--- src/rtl/qtc_pkg.sv ---
// Shared types, constants and pipeline stage positions for the quaternion codec.
// Depends on nothing; every other file but qtc_isqrt takes its names through qtc_pkg::.
package qtc_pkg;

  // Code range that encoded components saturate to
  localparam int CODE_BITS = 16;
  localparam logic signed [31:0] CODE_HI = (32'sd1 <<< (CODE_BITS - 1)) - 32'sd1;
  localparam logic signed [31:0] CODE_LO = -CODE_HI - 32'sd1;

  localparam logic [14:0] SCALE_RST = 15'd32767;
  localparam logic [31:0] ONE_Q30   = 32'h4000_0000;

  // Pipeline positions, counted in clock edges after the input transfer
  localparam int LANE_DIV_STAGES = 16;
  localparam int LANE_LAT        = LANE_DIV_STAGES + 2;
  localparam int RAD_IDX         = LANE_LAT + 1;
  localparam int RAD_W           = 31;
  localparam int ROOT_W          = (RAD_W + 1) / 2;
  localparam int XROOT_IDX       = RAD_IDX + ROOT_W;
  localparam int NORM_IDX        = XROOT_IDX + 1;
  localparam int NSQ_IN_W        = 62;
  localparam int N_W             = (NSQ_IN_W + 1) / 2;
  localparam int N_IDX           = NORM_IDX + N_W;
  localparam int NDIV_STAGES     = 17;
  localparam int Q_IDX           = N_IDX + 1 + NDIV_STAGES;
  localparam int OUT_IDX         = Q_IDX + 1;

  typedef struct packed {
    logic               func;
    logic signed [15:0] in_x;
    logic signed [15:0] in_y;
    logic signed [15:0] in_z;
    logic signed [15:0] in_w;
    logic signed [15:0] code_y;
    logic signed [15:0] code_z;
    logic signed [15:0] code_w;
    logic               code_x_negative;
  } qtc_in_t;

  typedef struct packed {
    logic signed [15:0] out_x;
    logic signed [15:0] out_y;
    logic signed [15:0] out_z;
    logic signed [15:0] out_w;
    logic signed [15:0] out_code_y;
    logic signed [15:0] out_code_z;
    logic signed [15:0] out_code_w;
    logic               out_x_negative;
  } qtc_out_t;

  // One decoded component as sign and magnitude (magnitude up to 32768)
  typedef struct packed {
    logic        neg;
    logic [15:0] mag;
  } qtc_comp_t;

  // Per-item control and encode results that ride along the pipeline
  typedef struct packed {
    logic        func;
    logic        enc_xneg;
    logic        dec_xneg;
    logic [15:0] enc_y;
    logic [15:0] enc_z;
    logic [15:0] enc_w;
  } qtc_side_t;

  // Decode components between the radicand and the normalizing divider
  typedef struct packed {
    qtc_comp_t   x;
    qtc_comp_t   y;
    qtc_comp_t   z;
    qtc_comp_t   w;
    logic [31:0] sum_yzw;
  } qtc_dec_t;

  // Unsaturated normalized quotient of one lane
  typedef struct packed {
    logic        neg;
    logic [16:0] quo;
  } qtc_nres_t;

endpackage

--- src/rtl/qtc_lane.sv ---
// One component lane: encode multiply and decode divide-by-scale pipeline.
// Depends on qtc_pkg for stage counts, code limits and the component type.
module qtc_lane (
  input  logic                clk,
  input  logic                adv,
  input  logic [14:0]         scale,
  input  logic signed [15:0]  comp,
  input  logic signed [15:0]  code,
  output logic [15:0]         enc_code,
  output qtc_pkg::qtc_comp_t  dec,
  output logic [31:0]         dec_sq
);

  localparam int NS = qtc_pkg::LANE_DIV_STAGES;

  logic [15:0] comp_u, code_u, comp_mag, code_mag;
  logic [30:0] prod_nxt, prod_r;
  logic        pneg_r;
  logic [15:0] enc_q;
  logic signed [31:0] enc_v, enc_sat;
  logic [15:0] enc_r;

  logic [30:0] rem_r   [0:NS];
  logic [15:0] quo_r   [0:NS];
  logic        neg_r   [0:NS];
  logic        sat_r   [0:NS];
  logic        zero_r  [0:NS];
  logic [30:0] rem_nxt [1:NS];
  logic [15:0] quo_nxt [1:NS];

  qtc_pkg::qtc_comp_t val_nxt, val_r, dec_r;
  logic [31:0] sq_r;

  assign comp_u   = comp;
  assign code_u   = code;
  assign comp_mag = comp_u[15] ? (16'd0 - comp_u) : comp_u;
  assign code_mag = code_u[15] ? (16'd0 - code_u) : code_u;
  assign prod_nxt = 31'(comp_mag) * 31'(scale);

  // Encode: truncate toward zero, then clamp to the code range
  always_comb begin
    enc_q = prod_r[30:15];
    enc_v = pneg_r ? -$signed({16'd0, enc_q}) : $signed({16'd0, enc_q});
    if (enc_v > qtc_pkg::CODE_HI) begin
      enc_sat = qtc_pkg::CODE_HI;
    end else if (enc_v < qtc_pkg::CODE_LO) begin
      enc_sat = qtc_pkg::CODE_LO;
    end else begin
      enc_sat = enc_v;
    end
  end

  // Decode: one quotient bit per stage, restoring division by scale
  always_comb begin
    logic [30:0] dv;
    dv = '0;
    for (int p = 0; p < NS; p++) begin
      dv = 31'(scale) << (NS - 1 - p);
      if (rem_r[p] >= dv) begin
        rem_nxt[p+1] = rem_r[p] - dv;
        quo_nxt[p+1] = quo_r[p] | (16'd1 << (NS - 1 - p));
      end else begin
        rem_nxt[p+1] = rem_r[p];
        quo_nxt[p+1] = quo_r[p];
      end
    end
  end

  // Clamp the quotient to Q1.15
  always_comb begin
    val_nxt.neg = neg_r[NS];
    if (zero_r[NS]) begin
      val_nxt.mag = 16'd0;
    end else if (sat_r[NS]) begin
      val_nxt.mag = neg_r[NS] ? 16'h8000 : 16'h7FFF;
    end else if (neg_r[NS]) begin
      val_nxt.mag = (quo_r[NS] > 16'h8000) ? 16'h8000 : quo_r[NS];
    end else begin
      val_nxt.mag = (quo_r[NS] > 16'h7FFF) ? 16'h7FFF : quo_r[NS];
    end
  end

  // Advance all stages together
  always_ff @(posedge clk) begin
    if (adv) begin
      prod_r    <= prod_nxt;
      pneg_r    <= comp_u[15];
      enc_r     <= enc_sat[15:0];
      rem_r[0]  <= {code_mag, 15'd0};
      quo_r[0]  <= '0;
      neg_r[0]  <= code_u[15];
      sat_r[0]  <= code_mag >= {scale, 1'b0};
      zero_r[0] <= code_mag == 16'd0;
      for (int p = 1; p <= NS; p++) begin
        rem_r[p]  <= rem_nxt[p];
        quo_r[p]  <= quo_nxt[p];
        neg_r[p]  <= neg_r[p-1];
        sat_r[p]  <= sat_r[p-1];
        zero_r[p] <= zero_r[p-1];
      end
      val_r <= val_nxt;
      dec_r <= val_r;
      sq_r  <= 32'(val_r.mag) * 32'(val_r.mag);
    end
  end

  assign enc_code = enc_r;
  assign dec      = dec_r;
  assign dec_sq   = sq_r;

endmodule

--- config.mk ---
export PLATFORM = sky130hd
export DESIGN_NAME = qtc_lane
export DESIGN_NICKNAME = d
export VERILOG_FILES = /design/src/rtl/qtc_pkg.sv /design/src/rtl/qtc_lane.sv
export SDC_FILE = /design/constraint.sdc
export NUM_CORES = 2
export LEC_CHECK = 0
export ABC_AREA = 0
export ABC_CLOCK_PERIOD_IN_PS = 8000
export BUFFER_PORTS_ARGS = -buffer_cell sky130_fd_sc_hd__buf_2
export CAP_MARGIN = 5
export CORE_MARGIN = 2
export CORE_UTILIZATION = 54
export DETAILED_ROUTE_END_ITERATION = 10
export MAX_ROUTING_LAYER = met4
export PLACE_DENSITY_LB_ADDON = 0.08
export SLEW_MARGIN = 10
export SYNTH_ARGS = -nofsm -noshare
export SYNTH_HDL_FRONTEND = slang
export SYNTH_SLANG_ARGS = --single-unit
--- constraint.sdc ---
create_clock -name clk -period 8 [get_ports clk]
set_clock_uncertainty 0.05 [all_clocks]
set_input_delay 1.2 -clock clk [delete_from_list [all_inputs] [get_ports clk]]
set_output_delay 1.2 -clock clk [all_outputs]
set_load 0.05 [all_outputs]
# Word-level counts from Yosys, hierarchy flattened
# Memory sizes are Yosys's and may differ from the RTL's.
# Cells that the tools add are included.
[word_totals] regBits=114 ram_bits=850 input_bits=49 wordCells=99 mem_count=5
[memory_table] name="rem_r" words=17 word_bits=31 read_ports=16 rd_ports_with_merged_regs=0 write_ports=17 line="qtc_lane.sv:23" source="logic [30:0] rem_r [0:NS];"
[memory_table] name="quo_r" words=17 word_bits=16 read_ports=17 rd_ports_with_merged_regs=0 write_ports=17 line="qtc_lane.sv:24" source="logic [15:0] quo_r [0:NS];"
[memory_table] name="neg_r" words=17 word_bits=1 read_ports=17 rd_ports_with_merged_regs=0 write_ports=17 line="qtc_lane.sv:25" source="logic neg_r [0:NS];"
[memory_table] name="sat_r" words=17 word_bits=1 read_ports=17 rd_ports_with_merged_regs=0 write_ports=17 line="qtc_lane.sv:26" source="logic sat_r [0:NS];"
[memory_table] name="zero_r" words=17 word_bits=1 read_ports=17 rd_ports_with_merged_regs=0 write_ports=17 line="qtc_lane.sv:27" source="logic zero_r [0:NS];"
[op_classes] n_addsub=19 multipliers=2 n_lt_le_gt_ge=21 muxes=43 reduce_logical=1
[op_table] operator="$mux 31" n=16
[op_table] operator="$mux 16" n=9
[op_table] operator="$gt 32x16->1 const B" n=1
[op_table] operator="$lt 32x16->1 const B" n=1
[op_table] operator="$mul 16x16->32" n=1
[op_table] operator="$mux 32" n=1
[op_table] operator="$neg 16->32" n=1
[op_table] operator="$sub 1x16->16 const A" n=2
[op_table] operator="$ge 31x15->1" n=1
[op_table] operator="$ge 31x16->1" n=1
[op_table] operator="$ge 31x17->1" n=1
[op_table] operator="$ge 31x18->1" n=1
[op_table] operator="$ge 31x19->1" n=1
[op_table] operator="$ge 31x20->1" n=1
[op_table] operator="$ge 31x21->1" n=1
[op_table] operator="$ge 31x22->1" n=1
[op_table] operator="$ge 31x23->1" n=1
[op_table] operator="$ge 31x24->1" n=1
[op_table] operator="$ge 31x25->1" n=1
[op_table] operator="$ge 31x26->1" n=1
[op_table] operator="$ge 31x27->1" n=1
[op_table] operator="$ge 31x28->1" n=1
[op_table] operator="$ge 31x29->1" n=1
[op_table] operator="$ge 31x30->1" n=1
[op_table] operator="36 further kinds" n=38

# Logic depth before layout (Yosys ltp)
# An unclocked memory read counts as a cell.
[depth] ltp_word=5 mapped_depth=32

# Worst setup path before layout
# No wires, ideal clock.
[synth_path] path_kind="input-to-reg" from="in comp[5]" to="reg prod_r[28] (data pin)" setup_time_ps=258 arrival_ps=8233 t_required_ps=7692 path_slack_ps=-542 cell_stages=27 path_buffers=1 cell_sequence="or3_1 -> or3_1 -> or2_2 -> nor4b_1 -> clkbuf_1 -> and2_1 -> fa_1 -> inv_1 -> fa_1 -> inv_1 -> fa_1 -> fa_1 -> fa_1 -> inv_1 -> fa_1 -> inv_1 -> ha_1 -> a2111oi_0 -> o21ai_0 -> a41oi_1 -> o21ai_0 -> a41o_1 -> a31oi_1 -> a21boi_0 -> o21ai_0 -> nand2b_1 -> xor2_1"
[synth_via] elab_chain_cells=3
[synth_rtl] item="start, declared" line="qtc_lane.sv:7" source="input logic signed [15:0] comp,"
[synth_rtl] item="$sub 1x16->16" line="qtc_lane.sv:36" source="assign comp_mag = comp_u[15] ? (16'd0 - comp_u) : comp_u;"
[synth_rtl] item="$mux 16 *" line="qtc_lane.sv:36"
[synth_rtl] item="$mul 16x15->31 *" line="qtc_lane.sv:38" source="assign prod_nxt = 31'(comp_mag) * 31'(scale);"
[synth_rtl] item="named net prod_nxt[28]" line="qtc_lane.sv:17" source="logic [30:0] prod_nxt, prod_r;"
[synth_rtl] item="end signal, assigned" line="qtc_lane.sv:86" source="prod_r <= prod_nxt;"
[synth_rtl] item="end, declared" line="qtc_lane.sv:17"
# Mark *: on every way through the listed nets, which the timed path passes. The rest lies on a longest branch.
# A chain may end at the register's enable or synchronous reset.

# Final worst setup path
[layout_path] from="in comp[5]" to="reg prod_r[30] (data pin)"
# Same word-level chain as after synthesis.

==> impl_summary.txt <==
----------------------------------------------------
[Timing]
  Slew margin rel. ... 27.63%
  Setup-failing EPs final ... 0
  Maximum achievable frequency ... 131.9 MHz
  Count of pins over their slew limit ... 0
  Fin crit period ... 7581 ps
  RSZ-0062 raised after global routing ... false
  Transition time at the pin with the least slew margin ... 1086 ps
  Final hold violation count ... 0
  Share of the clock period used by the worst path ... 94.76%

[Critical path]
  Required arrival time at the worst endpoint ... 8340 ps
  Worst path arrival time ... 7920 ps
  Nature of the critical path startpoint ... input pin
  Worst reg2reg setup slack ... 930 ps
  Number of buffers and inverters on the critical path ... 4
  Largest stage delay on the critical path ... 520 ps
  R2R depth ... 22
  Worst reg2reg startpoint ... val_r[5]$_SDFFCE_PP0P_
  Endpoint kind of the worst setup timing path ... flip-flop
  WS Path Type ... in -> reg
  Slowest-stage cell, CP ... fa_1
  Top Family by Delay on Critical Path ... adder cells
  CP max FO ... 3
  Worst r2r dst ... dec_sq[30]$_DFFE_PP_
  Critical path's most frequent cell ... fa_1

[Hold path]
  Hold Path Class ... reg -> reg
  Worst Hold Endpoint ... quo_r[0][248]$_DFFE_PP_
  Depth of the worst hold-timing path ... 0
  Source of the worst hold timing path ... quo_r[0][232]$_DFFE_PP_

[Route]
  Detailed-router iteration count before antenna repair ... 7
  Total Wirelength ... 111,700 um
  Post-detailed-route DRC marker count ... 0
  Via density per instance ... 5.531
  Initial DRC count ... 1,987
  Post-route ant nets ... 0
  Routed WL per cell ... 18.00 um
  Vias ... 34,340

[Layout]
  Fraction of layout instances using a drive strength above 1 ... 8.902%
  Ant diodes ... 0
  Leading cell type in the layout, fill and taps excluded ... edfxtp_1
  Synthesis-to-finish area growth ... 10.38%
  Post-route non-filler standard cell count ... 6,208
  Post-layout utilization of the core ... 60.27%
  Post-route cell area ... 55,410 um2
  Final Net Count ... 5,768
  Highest-count cells in the layout ignoring fill and taps ... 645 x edfxtp_1, 510 x inv_1, 448 x ha_1

[Place]
  Placed Instances ... 6,078
  HPWL after DPL ... 85,020 um
  Final Wtd Congestion ... 0.9195
  Placed instance area ... 52,960 um2
  Number of port buffers ... 112

[Clock network]
  Clock-pin slew on the worst setup and hold paths ... 60 ps
  H-tree depth ... 3
  Number of CTS-inserted buffers ... 75
  CTS max path bufs ... 3
  CTS tree ... built
  # clock sinks ... 645
  Clock latency on the worst-skew pair ... 650 ps
  Root cell of the clock tree ... clkbuf_16

[Power]
  Power per standard cell area ... 384.3 nW/um2
  LEAKAGE ... 0.02369 uW
  Max IR drop VDD ... 515.5 uV

[Yosys]
  Netlist area before placement ... 50,200 um2
  Predominant post-synthesis flop cell ... edfxtp_1
  Largest cells by area after synthesis ... edfxtp_1 39%, fa_1 14%, ha_1 11%
  #FFs+latches synth ... 645
  Share of flip-flops with an asynchronous set or reset after synthesis ... 0%
  Biggest area consumer among synthesized cells ... edfxtp_1
  Share of the yosys chip area belonging to registers ... 38.58%
  Post-Syn Instances ... 4,695
  Distinct cell type count after synthesis ... 86
  Number of warnings issued by yosys ... 0
  Yosys top cell area share ... 38.58%
  Mapped Nets ... 5,551
  Mean post-synth cell area ... 10.69 um2
  Number of enable flip-flop cells after synthesis ... 645

[Die]
  CORE AREA ... 91,940 um2
  Count of pins on the block boundary ... 114
  Rows ... 111
  Horizontal die dimension ... 308.9 um
  Effective utilization at floorplan ... 54.60%
  Die Y ... 308.9 um
  Die outline area ... 95,420 um2

[GRT]
  Wire length of the first global-routing pass ... 181,000 um
  Vias in the first global route ... 34,660
  All-layer global routing usage ... 24.76%
  Maximum number of pins on one net before global-route repair ... 167
  Grt ovf ... 0
  Number of antenna violations at the first check in global routing ... 0

[Job]
  Count of maximum capacitance violations ... 0

[Run status]
  Status ... finished clean

----------------------------------------------------
[metrics by stage]
stage | hold slack (ps) | total power [uW] | TNS, ps | worst slack [ps]
global route | 350.9 | 23400 | 0 | 19.98
global placement | 350.6 | 17760 | -2072 | -324.2
floorplan | 350.3 | 14810 | 0 | 2.200
CTS | 345.6 | 21490 | 0 | 358.7
finish | 356.3 | 21300 | 0 | 419.0
detailed placement | 354.5 | 17930 | -2256 | -347.0
[cell type report]
cell class	instances	area [um2]
Fill cell	7760	36530
Multi-Input combinational cell	3432	28550
Sequential cell	645	19370
Inverter	519	1948
Clock inverter	39	505.5
Tap cell	1243	1555
Clock buffer	91	1937
Timing Repair Buffer	239	1549
[worst register-to-register path, delay by kind of cell (launching register included)]
family                   cells  cell delay (ps)
adder cells (fa/ha/maj)      7             3380
AO/OA/AOI/OAI                5             1300
flip-flops                   1              890
AND/OR/NAND/NOR              4              790
buffers and inverters        5              280
XOR/XNOR                     1              150
[state kept, by name, summed over array words and instances, names as in the netlist, 16 cells and up]
name      cells
zero_r       17
enc_code     16
quo_r       136
neg_r        17
dec_sq       30
val_r        17
prod_r       16
sat_r        17
rem_r       361
dec          17
[power by group]
| group | internal (uW) | leakage (uW) | switching (uW) |
|---|---|---|---|
| clock network | 1980 | 0.00116 | 1430 |
| registers | 5240 | 0.00618 | 549 |
| logic | 5440 | 0.0163 | 6660 |
| total | 12700 | 0.0237 | 8640 |
[repair_timing]
action,4_1_cts,5_1_grt
endpoints found under the setup margin,0,3
hold buffers,0,0
setup buffers,0,0
endpoints found under the hold margin,0,0
resized for setup,0,2
[synth_stat cells, types with 25 or more instances]
cell	instances
a21o_1	114
a21oi_1	254
a31oi_1	29
and2_1	115
and3_1	25
clkbuf_1	76
edfxtp_1	645
fa_1	358
ha_1	449
inv_1	510
mux2_2	41
nand2_1	404
nand2b_1	66
nand3_1	66
nand4_1	41
nor2_1	341
nor2b_1	55
nor3_1	70
nor4_1	34
o21a_1	50
o21ai_0	230
o31ai_1	31
or3_1	27
xnor2_1	227
xor2_1	146
[logic make-up after synthesis]
| group | share of synthesized area, % |
|---|---|
| flops | 38.58 |
| xor+xnor | 6.507 |
| other cells | 0.007470 |
| mux | 1.127 |
| fa+ha+maj | 25.47 |
| compound gates | 10.86 |
| simple gates | 12.77 |
| buf+inv | 4.685 |
[how the worst max path moves through the flow]
stage	from	end	slack (ps)	cells after the start
final	comp[5]	prod_r[30]$_DFFE_PP_	420	27
after CTS	comp[3]	prod_r[30]$_DFFE_PP_	360	29
after detailed placement	comp[3]	prod_r[30]$_DFFE_PP_	-350	29
after global routing	comp[5]	prod_r[28]$_DFFE_PP_	20	28
after global placement	comp[3]	prod_r[28]$_DFFE_PP_	-320	29
after floorplan	comp[5]	prod_r[28]$_DFFE_PP_	2	27
[routing by layer]
metal,track usage (%),vias to the layer above,routed length (um)
li1,-,16810,-
met1,30.35,16660,47660
met2,41.99,661,55380
met3,3.652,204,4931
met4,8.535,0,3746
met5,-,-,0
No activity file was read; power rests on OpenSTA's default activity.
